$ cat config.mk
export PLATFORM = sky130hd
export DESIGN_NAME = lsee_div_pipe
export DESIGN_NICKNAME = d
export VERILOG_FILES = /design/src/lsee_div_pipe.sv
export SDC_FILE = /design/constraint.sdc
export NUM_CORES = 2
export LEC_CHECK = 0
export ABC_AREA = 1
export BUFFER_PORTS_ARGS = -buffer_cell sky130_fd_sc_hd__buf_2
export CAP_MARGIN = 40
export CORE_MARGIN = 2
export CORE_UTILIZATION = 55
export DETAILED_ROUTE_END_ITERATION = 12
export PLACE_DENSITY = 0.76
export SKIP_CTS_REPAIR_TIMING = 1
export SLEW_MARGIN = 5
export SYNTH_ARGS = -nofsm -noshare
export SYNTH_HDL_FRONTEND = slang
export SYNTH_SLANG_ARGS = --single-unit
$ cat constraint.sdc
create_clock -name clk -period 2.1 [get_ports clk]
set_input_delay 0.42 -clock clk [delete_from_list [all_inputs] [get_ports clk]]
set_output_delay 0.42 -clock clk [all_outputs]
set_load 0.005 [all_outputs]
$ cat src/lsee_div_pipe.sv
// ----------------------------------------------------------------------------
// lsee_div_pipe
// Pipelined restoring divider, one quotient bit per stage, with sideband.
// ----------------------------------------------------------------------------
module lsee_div_pipe #(
	parameter int NUM_W  = 24,
	parameter int DEN_W  = 12,
	parameter int SIDE_W = 8
) (
	input  logic              clk,
	input  logic              arst_n,
	input  logic              vld_in,
	input  logic [NUM_W-1:0]  num,
	input  logic [DEN_W-1:0]  den,
	input  logic [SIDE_W-1:0] side_in,
	output logic              vld,
	output logic [NUM_W-1:0]  quo,
	output logic [SIDE_W-1:0] side
);

	logic              vld_s  [NUM_W];
	logic [DEN_W-1:0]  rem_s  [NUM_W];
	logic [NUM_W-1:0]  nq_s   [NUM_W];
	logic [DEN_W-1:0]  den_s  [NUM_W];
	logic [SIDE_W-1:0] side_s [NUM_W];

	for (genvar k = 0; k < NUM_W; k++) begin : g_stage
		logic              vld_p;
		logic [DEN_W-1:0]  rem_p;
		logic [NUM_W-1:0]  nq_p;
		logic [DEN_W-1:0]  den_p;
		logic [SIDE_W-1:0] side_p;
		logic [DEN_W:0]    trial;
		logic              ge;

		if (k == 0) begin : g_first
			assign vld_p  = vld_in;
			assign rem_p  = '0;
			assign nq_p   = num;
			assign den_p  = den;
			assign side_p = side_in;
		end else begin : g_next
			assign vld_p  = vld_s[k-1];
			assign rem_p  = rem_s[k-1];
			assign nq_p   = nq_s[k-1];
			assign den_p  = den_s[k-1];
			assign side_p = side_s[k-1];
		end

		// shift in the next dividend bit, subtract where it fits
		assign trial = {rem_p, nq_p[NUM_W-1]};
		assign ge    = trial >= {1'b0, den_p};

		always_ff @(posedge clk or negedge arst_n) begin
			if (!arst_n) begin
				vld_s[k] <= 1'b0;
			end else begin
				vld_s[k] <= vld_p;
			end
		end

		always_ff @(posedge clk) begin
			rem_s[k]  <= ge ? DEN_W'(trial - {1'b0, den_p}) : DEN_W'(trial);
			nq_s[k]   <= {nq_p[NUM_W-2:0], ge};
			den_s[k]  <= den_p;
			side_s[k] <= side_p;
		end
	end

	assign vld  = vld_s[NUM_W-1];
	assign quo  = nq_s[NUM_W-1];
	assign side = side_s[NUM_W-1];

endmodule

==> impl_results.md <==
* Max-slew violations at 0
* Layout cell share with drive strength beyond 1 at 0.115
* Final instance area at between 50000 and 60000 um2
* Leak pwr at 28.7 nW
* Slew @ Worst Pin at 0.575 ns
* M3 GR Usage at 0.0343
* Startpoint Class: flop
* Grt ovf at 0
* Vias in the first global route at 34100
* Port-buffer cells at 79
* Area of the mapped netlist at 49200 um2
* Final antenna-violating net count at 0
* Largest area contributor in the netlist: dfxtp_1
* Slew Limit Headroom at 0.614
* Syn Nets at 5870
* Most frequent cells in the layout: 1429 x nand2_1, 1317 x dfxtp_1, 987 x inv_1
* Met2 Track Usage GR at 0.378
* Commonest non-fill, non-tap cell in the layout: nand2_1
* Vias per inst at 4.86
* Worst min path class: in -> async
* Clock transition at path regs at approximately 0.06 ns
* IO Count at 80
* Nets at between 6000 and 7000
* CP Launch Point: den_s[2][4]$_DFF_P_
* Die Height at 303 um
* First-pass GRT wire length at ~160000 um
* Clock sink total at 1344
* Max Clock Skew at 0.0335 ns
* M1 GR Usage at 0.264
* Power, Total at 0.0827 W
* CTS tree: yes
* Max VDD drop at 0.913 mV
* Yosys cell types at 33
* Top post-synthesis cells by area: dfxtp_1 54%, nand2_1 11%, inv_1 7.5%, ha_1 7.1%, nand3_1 2.6%
* Reg2reg start: den_s[2][4]$_DFF_P_
* Most crowded layer after global routing: met2
* Area grow syn2layout at 14.7%
* R2r setup slk at 0.13 ns
* Row Count at around 110
* Req. time, crit path at 2.74 ns
* Number of cells on the worst reg-to-reg path at 10
* Via count at 34400
* FF-to-FF End: rem_s[2][12]$_DFF_P_
* Number of CTS-inserted buffers at ~130
* Core area at 88500 um2
* Filler instances at 7134
* Antenna Cells at 0
* CP endpoint: rem_s[2][12]$_DFF_P_
* Die ar. at 91900 um2
* Final hold violation count at 0
* Final WL at 98100 um
* F_max at 508 MHz
* Syn. warnings at 0
* TritonRoute pass-1 iters at 6
* Root Buffer: clkbuf_16
* Period minus WS final at 1.97 ns
* Initial antenna violation count at 0
* Max_cap viols at 0
* Initial core utilization at 0.556
* Setup violations, final at 0
* Flops & latches, synth at 1344
* DR iter-0 viols at 2169
* Dpl hpwl at about 71000 um
* Seq/Total Area, Yosys at 0.549
* Kind of critical path: reg -> reg
* DRC at 0
* CP max FO at 18
* Worst skew pair latency at 0.75 ns
* Critical Path Sink Type: flop
* Die width at 303 um
* Overall Global Routing Usage at 0.216
* Critical path arrival at 2.60 ns
* Syn Area/Cell at 8.91 um2
* Clock Tree Buf Depth at 3
* Yosys top cell area share at 0.537
* PD cells at about 1500 nW/um2
* Largest net degree at the start of global routing at 25
* Gate Count Post-Synth at 5523
* Cell Area, Placed at 51200 um2
* Fin crit share at 0.937
* WL per Instance at 13.9 um
* Status: completed
* H-tree levels at 4
* GPL Wtd Cong at between 0.9 and 1
-- registers in the layout, indices dropped and copies added (netlist names) --
signal         flops
vld                1
g_stage.vld_p     23
den_s            276
side_s           192
rem_s            276
nq_s             576
-- where the power goes --
group          switching, W  internal (W)  total, W
logic                0.0162       0.00985    0.0260
registers           0.00231        0.0301    0.0324
clock network        0.0102        0.0141    0.0243
-- cells in the mapped netlist --
| cell type | number |
|---|---|
| nand3_2 | 110 |
| nor2_4 | 9 |
| o21ai_1 | 73 |
| nor2_2 | 24 |
| nand4_1 | 202 |
| a21oi_1 | 87 |
| inv_1 | 987 |
| buf_12 | 6 |
| a21oi_2 | 5 |
| fa_1 | 22 |
| nor3_1 | 40 |
| buf_6 | 32 |
| nor3b_1 | 1 |
| o211ai_1 | 1 |
| xor2_1 | 94 |
| o21ai_0 | 60 |
| nand2_2 | 54 |
| inv_2 | 23 |
| nand2_4 | 5 |
| dfxtp_1 | 1320 |
| xnor2_1 | 22 |
| clkbuf_1 | 1 |
| nand3_4 | 6 |
| buf_2 | 16 |
| nor3_2 | 6 |
| nand2_1 | 1429 |
| ha_1 | 278 |
| nand3b_1 | 43 |
| nor2_1 | 252 |
| a21oi_4 | 17 |
| o21ai_2 | 18 |
| nand3_1 | 256 |
| dfrtp_1 | 24 |
-- layer usage --
layer,share of wire,wire length (um),vias up
li1,-,-,17800
met1,0.44,43100,15700
met2,0.49,47900,758
met3,0.039,3810,240
met4,0.034,3350,0
met5,0,0,-
-- metrics by stage --
step | cells | TNS, ns | worst slack [ns] | util | hold slack, ns
6_report | 7084 | 0 | 0.133 | 0.638 | 0.179
5_1_grt | 7084 | -0.000702 | -0.000702 | 0.638 | 0.225
4_1_cts | 7035 | -0.151 | -0.0883 | 0.631 | -0.389
3_5_place_dp | 6795 | -0.107 | -0.0652 | 0.579 | 0.312
3_3_place_gp | 6795 | -0.194 | -0.132 | 0.579 | 0.309
2_1_floorplan | 5523 | 0 | 0.433 | - | 0.124
-- how the worst min path moves through the flow --
stage / start / to / slack, ns / depth (start not counted)
CTS: arst_n / g_stage[19].vld_p$_DFF_PN0_ / -0.39 / 1
floorplan: arst_n / g_stage[10].vld_p$_DFF_PN0_ / 0.12 / 0
detailed placement: nq_s[0][133]$_DFF_P_ / nq_s[0][158]$_DFF_P_ / 0.31 / 0
global route: arst_n / g_stage[19].vld_p$_DFF_PN0_ / 0.23 / 2
global placement: nq_s[0][180]$_DFF_P_ / nq_s[1][13]$_DFF_P_ / 0.31 / 0
finish: arst_n / g_stage[21].vld_p$_DFF_PN0_ / 0.18 / 2
-- critical path, cell delays in order (launching register included) --
cell and delay (ns):
dfxtp_2 0.39, inv_1 0.06, ha_1 0.34, nand2_1 0.14, inv_1 0.05, nand2_1 0.09, nand3_2 0.12, nand2_2 0.14
nand3_2 0.10, buf_6 0.17, o21ai_0 0.26
-- cell families (layout without fill, tap and decap cells) --
group / after synthesis / count (layout) / share of synthesized area
buf+inv: 1065 / 1461 / 0.0885
compound gates: 261 / 261 / 0.0322
simple gates: 2437 / 2437 / 0.230
fa+ha+maj: 300 / 300 / 0.0797
flops: 1344 / 1344 / 0.549
xor+xnor: 116 / 116 / 0.0206
-- area by class of cell --
cell class | count | area, um2 | share of cell area
clock buffer | 166 | 3590 | 0.0636
clock inverter | 74 | 1040 | 0.0185
inverter | 1010 | 3790 | 0.0672
multi-input combinational | 3114 | 17900 | 0.317
sequential | 1344 | 27000 | 0.479
tap | 1165 | 1460 | 0.0258
timing repair buffer | 211 | 1620 | 0.0287
(Power assumes the default switching activity.)
