File: config.mk
export PLATFORM = sky130hd
export DESIGN_NAME = lsee_mid
export DESIGN_NICKNAME = d
export VERILOG_FILES = /design/src/lsee_pkg.sv /design/src/lsee_mid.sv
export SDC_FILE = /design/constraint.sdc
export NUM_CORES = 2
export LEC_CHECK = 0
export BUFFER_PORTS_ARGS = -buffer_cell sky130_fd_sc_hd__buf_2
export CAP_MARGIN = 20
export CORE_ASPECT_RATIO = 1.4
export CORE_MARGIN = 1.5
export CORE_UTILIZATION = 30
export DETAILED_ROUTE_END_ITERATION = 6
export PLACE_DENSITY_LB_ADDON = 0.08
export SYNTH_ARGS = -nofsm -noshare
export SYNTH_HDL_FRONTEND = slang
export SYNTH_SLANG_ARGS = --single-unit
File: constraint.sdc
create_clock -name clk -period 7.5 [get_ports clk]
set_input_delay 1.125 -clock clk [delete_from_list [all_inputs] [get_ports clk]]
set_output_delay 1.125 -clock clk [all_outputs]
set_load 0.01 [all_outputs]
File: src/lsee_pkg.sv
// ----------------------------------------------------------------------------
// lsee_pkg
// Shared types, widths and codes for the line segment edge extender.
// ----------------------------------------------------------------------------
package lsee_pkg;

	localparam int COORD_BITS = 12;
	localparam int CFG_BITS   = 12;
	localparam int OUT_BITS   = 16;
	localparam int IDX_BITS   = 2;

	// Derived datapath widths
	localparam int DIFF_BITS = COORD_BITS + 1;     // signed dx, dy
	localparam int NUM1_BITS = 2 * COORD_BITS;     // |y1*x2 - y2*x1|
	localparam int B_BITS    = 2 * COORD_BITS + 1; // signed intercept
	localparam int OP_BITS   = B_BITS + 1;         // signed height - b
	localparam int FW_BITS   = 2 * COORD_BITS + 2; // signed dy * width
	localparam int PROD_BITS = OP_BITS + DIFF_BITS;
	localparam int NUM2_BITS = 3 * COORD_BITS + 1; // second dividend magnitude
	localparam int VAL_BITS  = 3 * COORD_BITS + 2; // signed extended coordinate

	// Register indexes
	localparam logic [IDX_BITS-1:0] REG_EDGE_MARGIN  = 2'd0;
	localparam logic [IDX_BITS-1:0] REG_FRAME_WIDTH  = 2'd1;
	localparam logic [IDX_BITS-1:0] REG_FRAME_HEIGHT = 2'd2;

	localparam logic [CFG_BITS-1:0] EDGE_MARGIN_RST  = 12'd150;
	localparam logic [CFG_BITS-1:0] FRAME_WIDTH_RST  = 12'd640;
	localparam logic [CFG_BITS-1:0] FRAME_HEIGHT_RST = 12'd480;

	typedef enum logic [1:0] {
		EDGE_NONE   = 2'd0,
		EDGE_BOTTOM = 2'd1,
		EDGE_LEFT   = 2'd2,
		EDGE_RIGHT  = 2'd3
	} edge_t;

	typedef logic [COORD_BITS-1:0] coord_t;

	typedef struct packed {
		coord_t start_x;
		coord_t start_y;
		coord_t end_x;
		coord_t end_y;
	} seg_in_t;

	typedef struct packed {
		logic signed [OUT_BITS-1:0] new_start_x;
		logic signed [OUT_BITS-1:0] new_start_y;
		logic signed [OUT_BITS-1:0] new_end_x;
		logic signed [OUT_BITS-1:0] new_end_y;
		logic [1:0]                 edge_taken;
		logic                       degenerate_flag;
		logic                       saturated_flag;
	} seg_out_t;

	typedef struct packed {
		logic [CFG_BITS-1:0] margin;
		logic [CFG_BITS-1:0] width;
		logic [CFG_BITS-1:0] height;
	} frame_cfg_t;

	// Sideband that travels alongside the dividers
	typedef struct packed {
		coord_t                      x1;
		coord_t                      y1;
		coord_t                      x2;
		coord_t                      y2;
		logic signed [DIFF_BITS-1:0] dx;
		logic signed [DIFF_BITS-1:0] dy;
		logic signed [B_BITS-1:0]    b;
		edge_t                       edge_sel;
		logic                        degen;
		logic                        move_start;
		logic                        q_neg;
	} seg_side_t;

	localparam int SIDE_BITS = $bits(seg_side_t);

endpackage

File: src/lsee_mid.sv
// ----------------------------------------------------------------------------
// lsee_mid
// Signs the intercept and forms the dividend for the bottom or right edge.
// ----------------------------------------------------------------------------
module lsee_mid import lsee_pkg::*; (
	input  logic                  clk,
	input  logic                  arst_n,
	input  logic                  vld_in,
	input  logic [NUM1_BITS-1:0]  quo,
	input  seg_side_t             side_in,
	input  frame_cfg_t            cfg,
	output logic                  vld,
	output logic [NUM2_BITS-1:0]  num,
	output logic [COORD_BITS-1:0] den,
	output seg_side_t             side
);

	// stage 3: intercept and first operand
	logic signed [B_BITS-1:0]  qs_c, b_c;
	logic signed [OP_BITS-1:0] h_c, op_c;
	logic signed [FW_BITS-1:0] dyfw_c;
	seg_side_t                 side_c;

	logic                      vld_s3;
	seg_side_t                 side_s3;
	logic signed [OP_BITS-1:0] op_s3;
	logic signed [FW_BITS-1:0] dyfw_s3;

	assign qs_c   = signed'({1'b0, quo});
	assign b_c    = side_in.q_neg ? -qs_c : qs_c;
	assign h_c    = OP_BITS'({1'b0, cfg.height});
	assign op_c   = (side_in.edge_sel == EDGE_BOTTOM) ? h_c - OP_BITS'(b_c) : OP_BITS'(b_c);
	assign dyfw_c = FW_BITS'(side_in.dy) * FW_BITS'(signed'({1'b0, cfg.width}));

	always_comb begin
		side_c   = side_in;
		side_c.b = b_c;
	end

	always_ff @(posedge clk or negedge arst_n) begin
		if (!arst_n) begin
			vld_s3 <= 1'b0;
		end else begin
			vld_s3 <= vld_in;
		end
	end

	always_ff @(posedge clk) begin
		side_s3 <= side_c;
		op_s3   <= op_c;
		dyfw_s3 <= dyfw_c;
	end

	// stage 4: product with the run
	logic                        vld_s4;
	seg_side_t                   side_s4;
	logic signed [PROD_BITS-1:0] prod_s4;
	logic signed [FW_BITS-1:0]   dyfw_s4;

	always_ff @(posedge clk or negedge arst_n) begin
		if (!arst_n) begin
			vld_s4 <= 1'b0;
		end else begin
			vld_s4 <= vld_s3;
		end
	end

	always_ff @(posedge clk) begin
		side_s4 <= side_s3;
		prod_s4 <= PROD_BITS'(op_s3) * PROD_BITS'(side_s3.dx);
		dyfw_s4 <= dyfw_s3;
	end

	// stage 5: dividend magnitude, divisor and quotient sign
	logic                        bottom_c;
	logic signed [PROD_BITS-1:0] num2_c, num2_abs_c;
	logic signed [DIFF_BITS-1:0] dsel_c, dabs_c;
	seg_side_t                   side5_c;

	assign bottom_c   = side_s4.edge_sel == EDGE_BOTTOM;
	assign num2_c     = bottom_c ? prod_s4 : prod_s4 + PROD_BITS'(dyfw_s4);
	assign num2_abs_c = num2_c[PROD_BITS-1] ? -num2_c : num2_c;
	assign dsel_c     = bottom_c ? side_s4.dy : side_s4.dx;
	assign dabs_c     = dsel_c[DIFF_BITS-1] ? -dsel_c : dsel_c;

	always_comb begin
		side5_c       = side_s4;
		side5_c.q_neg = num2_c[PROD_BITS-1] ^ dsel_c[DIFF_BITS-1];
	end

	always_ff @(posedge clk or negedge arst_n) begin
		if (!arst_n) begin
			vld <= 1'b0;
		end else begin
			vld <= vld_s4;
		end
	end

	// a blocked or left-edge item needs no second quotient: divide by one
	always_ff @(posedge clk) begin
		num  <= num2_abs_c[NUM2_BITS-1:0];
		den  <= (side_s4.degen || side_s4.edge_sel == EDGE_LEFT)
			? COORD_BITS'(1) : dabs_c[COORD_BITS-1:0];
		side <= side5_c;
	end

endmodule
==> impl_metrics.tcl <==
set metrics [dict create \
    synth_top_cell_area_share_pct 29.3 \
    skew_ns 0.0352 \
    synthDistinctLibCells 98 \
    ys_seq_area_share_pct 29.6 \
    die_x_um 281 \
    critPathCaptureType "flip-flop" \
    postRouteAntennaNets 0 \
    dr_wl_met2_um 44300 \
    cts_buffer_depth 3 \
    reg2reg_depth 21 \
    yosys_warnings 0 \
    hp-class "input port to asynchronous set/reset pin" \
    cts_inserted_buffers 53 \
    io_pins 321 \
    routedWlPerCell_um 17.2 \
    syn_to_final_growth_pct 15.1 \
    diodes 0 \
    met3RoutedLength_um 3620 \
    grt_usage_pct 16.0 \
    async_flop_share_pct 0.626 \
    htreeDepth 2 \
    synth-seq-cells 479 \
    vias 22199 \
    maxSlewViolCount 0 \
    die_h_um 392 \
    cts_resized 0 \
    finalSetupTns_ns 0 \
    clkLatencyLatePin_ns 0.63 \
    fmaxAchievable_mhz 141 \
    finalWorstSetupSlack_ns 0.425 \
    cp_data_required_time_ns 8.01 \
    row_count 142 \
    critPathLaunchType "flip-flop" \
    start_util_pct 30.3 \
    grt_pass1_wl_um 136000 \
    synthTopCellsByArea "dfxtp_1 29%, fa_1 28%, ha_1 8.0%, inv_1 5.7%, nand2_1 4.2%" \
    cts_root_buf "clkbuf_16" \
    pre_cts_ws_ns 0.408 \
    gr-total-overflow 0 \
    min_period_ns 7.08 \
    rr_endpoint "prod_s4[37]" \
    syn_avg_cell_area_um2 10.1 \
    hold_viol 0 \
    cp.arrival_ns 7.59 \
    post_cts_buffers 0 \
    setup_viol_count_final 0 \
    antenna_found_initial 3 \
    reg2reg_setup_slack_ns 0.42 \
    outcome "completed" \
    dr.pass1.iters 5 \
    dieArea_um2 110000 \
    worstPathMaxFanout 17 \
    synthFlopType "dfxtp_1" \
    port_buffers 283 \
    drt-total-wl_um 85700 \
    synth_nets 4059 \
    fin_crit_sh_pct 94.3 \
    maxCapViolCount 0 \
    syn_area_um2 32500 \
    r2r-start "side_s3[45]" \
    cts.sinks 479 \
    rsz0062_at_grt "no" \
    ctsHoldBuffers 0 \
    place.gp.congestion 0.793 \
    cts_tree "done" \
    tightest_slew_ns 0.950 \
    grt_pass1_vias 24053 \
    syn_inst 3230 \
    slew_headroom_pct 36.6 \
    worstSetupPathType "flip-flop to flip-flop" \
    drc_errors 0 \
    synth_edf_count 0 \
    grt_max_degree 58 \
    top_layer "met5" \
    final_nets 4319 \
    post-dp-hpwl_um 68300 \
    synth_top_area_cell "dfxtp_1" \
    wl_met1_um 35600 \
    viasPerCell 4.47 \
    drt_iter0_markers 755 \
    clk_pin_slew_ns 0.06 \
    core_um2 107000 \
    layout-drive-gt1-share_pct 13.1 \
]
-- placed cells by master, fill, tap and decap left out, types with 38 or more instances in the layout --
cell	count
clkbuf_16	53
a21o_1	42
o21ai_0	65
inv_1	491
fa_1	455
buf_2	283
nand2_1	362
a21oi_1	120
xnor2_1	117
dfxtp_1	476
and2_1	217
xor2_1	54
buf_4	38
ha_1	207
nor2_1	138
-- cells by family after synthesis --
kind of cell / after synthesis / share of synthesized area, %
compound gates: 395 / 8.32
xor+xnor: 173 / 4.71
fa+ha+maj: 662 / 36.0
simple gates: 888 / 13.6
buf+inv: 609 / 7.08
mux: 24 / 0.759
flops: 479 / 29.6
-- state kept, by name (all words and copies together), names as in the netlist --
name and count:
den 12, dyfw_s3 26, dyfw_s4 26, num 37, op_s3 26, prod_s4 39
side 104, side5_c 103, side_s3 103, vld 1, vld_s3 1, vld_s4 1
-- critical path, cell delays in order, from the launching register on --
cell and delay [ns]:
dfxtp_1 0.93, buf_4 0.27, nand2_1 0.07, fa_1 0.53
inv_1 0.05, fa_1 0.45, fa_1 0.50, fa_1 0.59
fa_1 0.44, ha_1 0.29, ha_1 0.34, a21o_1 0.17
a21oi_1 0.18, nand2_1 0.09, o21ai_1 0.25, o211ai_1 0.20
a31o_2 0.31, a221oi_1 0.36, a21oi_1 0.17, a211o_1 0.34
o31a_1 0.25, xor2_1 0.15
-- per-layer routing --
metal  vias to the layer above  global-route usage (%)
li1                      10660                       -
met1                     11052                    19.2
met2                       392                    29.4
met3                        93                    2.46
met4                         2                    4.27
met5                         -                       0
-- worst max-delay path by stage --
stage	depth (start not counted)	slack, ns	startpoint	endpoint
after floorplan	23	1.17	side_s3[47]	prod_s4[37]
after global placement	21	0.46	side_s3[45]	prod_s4[37]
after detailed placement	21	0.41	side_s3[45]	prod_s4[37]
after CTS	21	0.39	side_s3[45]	prod_s4[37]
after global routing	21	0.06	side_s3[45]	prod_s4[37]
final	21	0.42	side_s3[45]	prod_s4[37]
-- Yosys cell counts, types with 13 or more instances --
cell type and instances:
nor3_1 24, fa_1 455, xnor2_1 117, o21a_1 22, mux2i_1 22, or3_1 14
inv_1 491, clkbuf_1 110, ha_1 207, dfxtp_1 476, xor2_1 54, a211oi_1 13
and3_1 14, a31oi_1 14, nand3_1 24, o21ai_0 65, nand2_1 362, and2_1 217
nand4_1 13, a21oi_1 120, nand2b_1 21, nor2_1 138, a21o_1 42
-- stage by stage --
stage	hold WS (ns)	utilization, %	std cells	area [µm²]
global placement	0.310	33.2	4875	35600
CTS	0.250	34.9	4971	37400
global route	0.260	34.9	4971	37400
finish	0.303	34.9	4971	37400
detailed placement	0.312	33.2	4875	35600
floorplan	0.310	-	3230	32500
-- cell type report --
cell class / instances / area (µm²)
inverters: 491 / 1840
clock buffers: 71 / 1520
fillers: 11082 / 69700
flip-flops and latches: 479 / 9600
repair buffers: 323 / 1740
multi-input cells: 2142 / 20600
well taps: 1440 / 1800
clock inverters: 25 / 290
Power is left out: the tool's default activity adds up to more than one toggle a clock period on the data nets, which glitch-free logic cannot reach.
