==> config.mk <==
export PLATFORM = sky130hd
export DESIGN_NAME = lsee_prep
export DESIGN_NICKNAME = d
export VERILOG_FILES = /design/src/lsee_pkg.sv /design/src/lsee_prep.sv
export SDC_FILE = /design/constraint.sdc
export NUM_CORES = 1
export LEC_CHECK = 0
export ABC_AREA = 1
export BUFFER_PORTS_ARGS = -buffer_cell sky130_fd_sc_hd__buf_2
export CORE_MARGIN = 3
export CORE_UTILIZATION = 55
export CTS_BUF_LIST = sky130_fd_sc_hd__clkbuf_8
export DETAILED_ROUTE_END_ITERATION = 7
export PLACE_DENSITY_LB_ADDON = 0.05
export RECOVER_POWER = 25
export SYNTH_ARGS = -nofsm -noshare
export SYNTH_HDL_FRONTEND = slang
export SYNTH_SLANG_ARGS = --single-unit
==> constraint.sdc <==
create_clock -name clk -period 7.23 [get_ports clk]
set_clock_uncertainty 0.15 [all_clocks]
set_input_delay 1.8075 -clock clk [delete_from_list [all_inputs] [get_ports clk]]
set_output_delay 1.8075 -clock clk [all_outputs]
set_load 0.1 [all_outputs]
==> src/lsee_pkg.sv <==
// ----------------------------------------------------------------------------
// lsee_pkg
// Shared types, widths and codes for the line segment edge extender.
// ----------------------------------------------------------------------------
package lsee_pkg;

	localparam int COORD_BITS = 12;
	localparam int CFG_BITS   = 12;
	localparam int OUT_BITS   = 16;
	localparam int IDX_BITS   = 2;

	// Derived datapath widths
	localparam int DIFF_BITS = COORD_BITS + 1;     // signed dx, dy
	localparam int NUM1_BITS = 2 * COORD_BITS;     // |y1*x2 - y2*x1|
	localparam int B_BITS    = 2 * COORD_BITS + 1; // signed intercept
	localparam int OP_BITS   = B_BITS + 1;         // signed height - b
	localparam int FW_BITS   = 2 * COORD_BITS + 2; // signed dy * width
	localparam int PROD_BITS = OP_BITS + DIFF_BITS;
	localparam int NUM2_BITS = 3 * COORD_BITS + 1; // second dividend magnitude
	localparam int VAL_BITS  = 3 * COORD_BITS + 2; // signed extended coordinate

	// Register indexes
	localparam logic [IDX_BITS-1:0] REG_EDGE_MARGIN  = 2'd0;
	localparam logic [IDX_BITS-1:0] REG_FRAME_WIDTH  = 2'd1;
	localparam logic [IDX_BITS-1:0] REG_FRAME_HEIGHT = 2'd2;

	localparam logic [CFG_BITS-1:0] EDGE_MARGIN_RST  = 12'd150;
	localparam logic [CFG_BITS-1:0] FRAME_WIDTH_RST  = 12'd640;
	localparam logic [CFG_BITS-1:0] FRAME_HEIGHT_RST = 12'd480;

	typedef enum logic [1:0] {
		EDGE_NONE   = 2'd0,
		EDGE_BOTTOM = 2'd1,
		EDGE_LEFT   = 2'd2,
		EDGE_RIGHT  = 2'd3
	} edge_t;

	typedef logic [COORD_BITS-1:0] coord_t;

	typedef struct packed {
		coord_t start_x;
		coord_t start_y;
		coord_t end_x;
		coord_t end_y;
	} seg_in_t;

	typedef struct packed {
		logic signed [OUT_BITS-1:0] new_start_x;
		logic signed [OUT_BITS-1:0] new_start_y;
		logic signed [OUT_BITS-1:0] new_end_x;
		logic signed [OUT_BITS-1:0] new_end_y;
		logic [1:0]                 edge_taken;
		logic                       degenerate_flag;
		logic                       saturated_flag;
	} seg_out_t;

	typedef struct packed {
		logic [CFG_BITS-1:0] margin;
		logic [CFG_BITS-1:0] width;
		logic [CFG_BITS-1:0] height;
	} frame_cfg_t;

	// Sideband that travels alongside the dividers
	typedef struct packed {
		coord_t                      x1;
		coord_t                      y1;
		coord_t                      x2;
		coord_t                      y2;
		logic signed [DIFF_BITS-1:0] dx;
		logic signed [DIFF_BITS-1:0] dy;
		logic signed [B_BITS-1:0]    b;
		edge_t                       edge_sel;
		logic                        degen;
		logic                        move_start;
		logic                        q_neg;
	} seg_side_t;

	localparam int SIDE_BITS = $bits(seg_side_t);

endpackage

==> src/lsee_prep.sv <==
// ----------------------------------------------------------------------------
// lsee_prep
// Differences, edge decision and intercept dividend for one segment.
// ----------------------------------------------------------------------------
module lsee_prep import lsee_pkg::*; (
	input  logic                  clk,
	input  logic                  arst_n,
	input  logic                  vld_in,
	input  seg_in_t               seg,
	input  frame_cfg_t            cfg,
	output logic                  vld,
	output logic [NUM1_BITS-1:0]  num,
	output logic [COORD_BITS-1:0] den,
	output seg_side_t             side
);

	// stage 1
	logic signed [DIFF_BITS-1:0] dx_c, dy_c, bline_c;
	logic [NUM1_BITS-1:0]        pa_c, pb_c;
	logic                        near_bot_c, near_left_c;

	logic                        vld_s1;
	seg_in_t                     seg_s1;
	logic signed [DIFF_BITS-1:0] dx_s1, dy_s1;
	logic [NUM1_BITS-1:0]        pa_s1, pb_s1;
	logic                        near_bot_s1, near_left_s1;

	assign dx_c    = signed'({1'b0, seg.end_x}) - signed'({1'b0, seg.start_x});
	assign dy_c    = signed'({1'b0, seg.end_y}) - signed'({1'b0, seg.start_y});
	assign bline_c = signed'({1'b0, cfg.height}) - signed'({1'b0, cfg.margin});
	assign pa_c    = NUM1_BITS'(seg.start_y) * NUM1_BITS'(seg.end_x);
	assign pb_c    = NUM1_BITS'(seg.end_y) * NUM1_BITS'(seg.start_x);
	assign near_bot_c = (signed'({1'b0, seg.start_y}) > bline_c)
		|| (signed'({1'b0, seg.end_y}) > bline_c);
	assign near_left_c = seg.start_x < cfg.margin;

	always_ff @(posedge clk or negedge arst_n) begin
		if (!arst_n) begin
			vld_s1 <= 1'b0;
		end else begin
			vld_s1 <= vld_in;
		end
	end

	always_ff @(posedge clk) begin
		seg_s1       <= seg;
		dx_s1        <= dx_c;
		dy_s1        <= dy_c;
		pa_s1        <= pa_c;
		pb_s1        <= pb_c;
		near_bot_s1  <= near_bot_c;
		near_left_s1 <= near_left_c;
	end

	// stage 2
	logic signed [B_BITS-1:0]    num1_c, num1_abs_c;
	logic signed [DIFF_BITS-1:0] dx_abs_c;
	logic                        dx_zero_c, degen_c, neg_slope_c;
	edge_t                       edge_c;
	seg_side_t                   side_c;

	assign num1_c     = signed'({1'b0, pa_s1}) - signed'({1'b0, pb_s1});
	assign num1_abs_c = num1_c[B_BITS-1] ? -num1_c : num1_c;
	assign dx_abs_c   = dx_s1[DIFF_BITS-1] ? -dx_s1 : dx_s1;
	assign dx_zero_c  = dx_s1 == '0;
	assign degen_c    = dx_zero_c || (near_bot_s1 && (dy_s1 == '0));
	assign neg_slope_c = (!dx_s1[DIFF_BITS-1] && !dx_zero_c) != !dy_s1[DIFF_BITS-1];

	always_comb begin
		if (degen_c) begin
			edge_c = EDGE_NONE;
		end else if (near_bot_s1) begin
			edge_c = EDGE_BOTTOM;
		end else if (near_left_s1 || neg_slope_c) begin
			edge_c = EDGE_LEFT;
		end else begin
			edge_c = EDGE_RIGHT;
		end
	end

	always_comb begin
		side_c.x1         = seg_s1.start_x;
		side_c.y1         = seg_s1.start_y;
		side_c.x2         = seg_s1.end_x;
		side_c.y2         = seg_s1.end_y;
		side_c.dx         = dx_s1;
		side_c.dy         = dy_s1;
		side_c.b          = '0;
		side_c.edge_sel   = edge_c;
		side_c.degen      = degen_c;
		side_c.move_start = seg_s1.start_y > seg_s1.end_y;
		side_c.q_neg      = num1_c[B_BITS-1] ^ dx_s1[DIFF_BITS-1];
	end

	always_ff @(posedge clk or negedge arst_n) begin
		if (!arst_n) begin
			vld <= 1'b0;
		end else begin
			vld <= vld_s1;
		end
	end

	// hold the divisor at one for a vertical segment, its result is dropped
	always_ff @(posedge clk) begin
		num  <= num1_abs_c[NUM1_BITS-1:0];
		den  <= dx_zero_c ? COORD_BITS'(1) : dx_abs_c[COORD_BITS-1:0];
		side <= side_c;
	end

endmodule

==> summary.md <==
| Metric | Value |
|---|---|
| Skew-Pair Late Insertion Delay | 0.62 ns |
| Netlist cell types | 44 |
| DRC Markers | 0 |
| GR Util All Layers | 26.7% |
| Synthesized area | 0.0201 mm² |
| Clock period minus worst slack | 6.31 ns |
| Worst R2R Path Depth | 9 |
| Worst setup EP type | flip-flop |
| Pwr Density | 471 mW/mm² |
| Detail Placement HPWL | 40600 µm |
| Syn avg cell area | 7.94 µm² |
| Routed WL per cell | 15.6 µm |
| CTS hold repair buffers | 0 |
| Final net count | 3252 |
| Max-slew violations | 0 |
| Sequential cell area | 0.00483 mm² |
| CTS root buffer | clkbuf_8 |
| Final GP Congestion | 0.904 |
| Max-Cap Viols | 0 |
| Row Count | 69 |
| Tightest Pin Transition | 0.979 ns |
| Clk slew on worst S/H paths | 0.07 ns |
| Hold path depth | 0 |
| Vias in the first global route | 16600 |
| Largest net degree at the start of global routing | 20 |
| CP required | 7.55 ns |
| Reg2reg setup slack | 4.33 ns |
| Hold Path End | side[96] |
| Worst vdd ir | 0.000304 V |
| CTS Buf Count | 42 |
| Area of the die | 0.0388 mm² |
| Critical path cell sequence | clkbuf_1, nand2_1, inv_1, fa_1, fa_1, fa_1, fa_1, inv_1, fa_1, inv_1, ha_1, a21oi_1, o21ai_0, a221oi_1, nand3_1, xor2_1 |
| Synth warn | 0 |
| CP max FO | 14 |
| Final WL | 50300 µm |
| Number of port buffers | 190 |
| Worst setup SP type | input pin |
| Status | completed |
| Part of the Yosys area used for sequential elements | 24.1% |
| P&R area growth vs syn | 11.5% |
| Area of the core | 0.0357 mm² |
| WS Path Type | in2reg |
| Remaining antenna violation count | 0 |
| Vias/cell | 4.97 |
| Final worst-path cycle share | 87.3% |
| Inserted Diodes | 0 |
| Die H | 197 µm |
| Initial Utilization | 56.1% |
| Global-route wire length before repair | 82600 µm |
| IO Count | 228 |
| Worst path arrival time | 6.63 ns |
| Initial antenna violation count | 0 |
| CP dominant cell by count | fa_1 |
| Post-route core utilization | 62.6% |
| Setup Buffers After CTS | 0 |
| CTS tree | built |
| Critical Path Start | seg[19] |
| Final setup vio count | 0 |
| Final hold vios | 0 |
| Die W | 197 µm |
| Cell Count Post-Placement | 3145 |
| CTS resizes | 0 |
| Slowest cell on the critical path | clkbuf_1 |
| Share of cells above drive strength 1 | 11.1% |
| Min-Delay Path Class | reg2reg |
| FF-to-FF Start | dx_s1[1] |
| H-tree levels | 2 |
| Max clock buf depth | 3 |
| Primary FF master, synth | dfxtp_1 |
| Filler cell count | 3259 |
| P_leak | 13.0 nW |
| Clock tree sinks | 241 |
| #FFs+latches synth | 241 |
| Mapped Cells | 2526 |
| Post-Layout Cell Count | 3218 |
| Max Clk Rate | 0.158 GHz |
| Hold_sp | seg_s1[40] |
| DR pass1 iterations | 5 |
| Multi-input gate area | 0.0126 mm² |
| Post-synth ARST share | 0.830% |
| GRT overflow | 0 |
| Via count | 16000 |
| Reg2reg end | den[1] |
| Final setup TNS | 0 ns |
| RSZ-0062 raised after global routing | no |
| Post-synth EDFFs | 0 |
| Crit path largest cell delay | 0.61 ns |
| Slew HR | 34.1% |
| Detailed Route Iter0 Violations | 595 |
[worst max-delay path: cells and delay by family]
kind | cells | cell delay, ns
adders and majority gates | 6 | 2.56
buffers and inverters | 4 | 0.83
AOI/OAI and AO/OA | 3 | 0.78
xor gates and xnor gates | 1 | 0.39
and+or+nand+nor | 2 | 0.26
[layout make-up]
type                       count  share of cell area, %
multi-input combinational   1614                   56.3
sequential                   241                   21.6
inverter                     619                   10.4
timing repair buffer         210                   4.88
clock buffer                  51                   3.14
tap                          461                   2.58
clock inverter                22                   1.05
[report_power, final]
| group | internal (mW) | total, mW | switching, mW | leakage [nW] |
|---|---|---|---|---|
| Combinational | 2.30 | 7.28 | 4.99 | 10.5 |
| Clock | 0.792 | 1.39 | 0.602 | 0.502 |
| Sequential | 1.73 | 1.85 | 0.125 | 2.04 |
| Total | 4.82 | 10.5 | 5.71 | 13.0 |
[per-layer routing]
| layer | track usage (%) | up-vias | part of all wire (%) |
|---|---|---|---|
| met5 | 0 | - | 0 |
| met3 | 4.74 | 99 | 5.8 |
| met4 | 11.0 | 0 | 4.0 |
| met1 | 34.3 | 7496 | 45 |
| met2 | 44.9 | 457 | 45 |
| li1 | - | 7947 | - |
[cell usage after synthesis, types with 2 or more instances]
cell	instances	area, µm²
o21bai_1	7	52.6
o31ai_1	4	30.0
nand3_2	8	80.1
inv_1	617	2320
nor2_2	10	62.6
nand2_1	609	2290
ha_1	233	2920
buf_6	2	22.5
nand3_1	66	330
o21a_1	3	22.5
a21oi_1	110	551
clkbuf_1	49	184
a211oi_1	6	45.0
o211ai_1	3	22.5
nor4_1	3	18.8
nand2_2	15	93.8
nand4_1	20	125
and2_1	4	25.0
dfxtp_1	239	4780
o21ai_1	5	25.0
dfrtp_1	2	50.1
o21ai_0	42	210
or4_1	3	22.5
xnor2_1	33	289
a21o_1	7	52.6
a21boi_0	2	15.0
xor2_1	63	552
fa_1	204	4080
nor2_1	92	345
nand3b_1	7	52.6
nor3_1	18	90.1
a31oi_1	4	25.0
buf_4	25	188
[sequential cells by signal, summed over array words and instances, names as in the netlist, 12 cells and up]
name / cells
den: 12
dx_s1: 13
dy_s1: 13
num: 24
pa_s1: 24
pb_s1: 24
seg_s1: 48
side: 79
[cells by family (layout without fill, tap and decap cells)]
kind of cell	count (synthesis)	count (layout)	synth area share, %
AO/OA/AOI/OAI	199	199	5.54
XOR/XNOR	96	96	4.19
adder cells (fa/ha/maj)	437	437	34.9
buffers and inverters	695	902	13.6
flip-flops	241	241	24.1
other	1	25	0.0187
AND/OR/NAND/NOR	857	857	17.7
[stage by stage]
step | hold slack (ns) | instance area [µm²] | worst slack (ns) | power [mW]
after CTS | 0.176 | 22400 | 1.08 | 10.6
after global routing | 0.178 | 22400 | 0.532 | 11.6
after detailed placement | 0.162 | 21400 | 0.430 | 9.16
after global placement | 0.161 | 21400 | 0.490 | 9.08
after floorplan | 0.160 | 20200 | 0.839 | 7.62
final | 0.174 | 22400 | 0.919 | 10.5
[placed cells by master, fill, tap and decap left out, drive strengths merged]
cell and n:
bufinv 4, fa 204, xor2 63, clkbuf 59
nand4 20, o21a 3, o211ai 3, a221oi 1
o21ai 48, a2bb2oi 1, o21bai 7, a21oi 112
dfrtp 2, or4 3, inv 627, o221ai 1
conb 25, a31oi 4, xnor2 33, dfxtp 239
a211oi 6, nand2 625, o31ai 4, nand3 74
a21boi 2, clkinvlp 2, nor4 3, nor3 18
nand3b 7, a21o 7, ha 233, nor2 103
and2 4, buf 202, clkinv 8
[worst max-delay path by stage]
stage          depth (start not counted)  slack (ns)        end
2_1_floorplan                         19        0.84  pb_s1[21]
4_1_cts                               18        1.08  pa_s1[15]
6_report                              16        0.92  pa_s1[22]
3_3_place_gp                          19        0.49  pb_s1[21]
5_1_grt                               20        0.53  pa_s1[23]
3_5_place_dp                          18        0.43  pa_s1[15]
(Power assumes the default switching activity.)
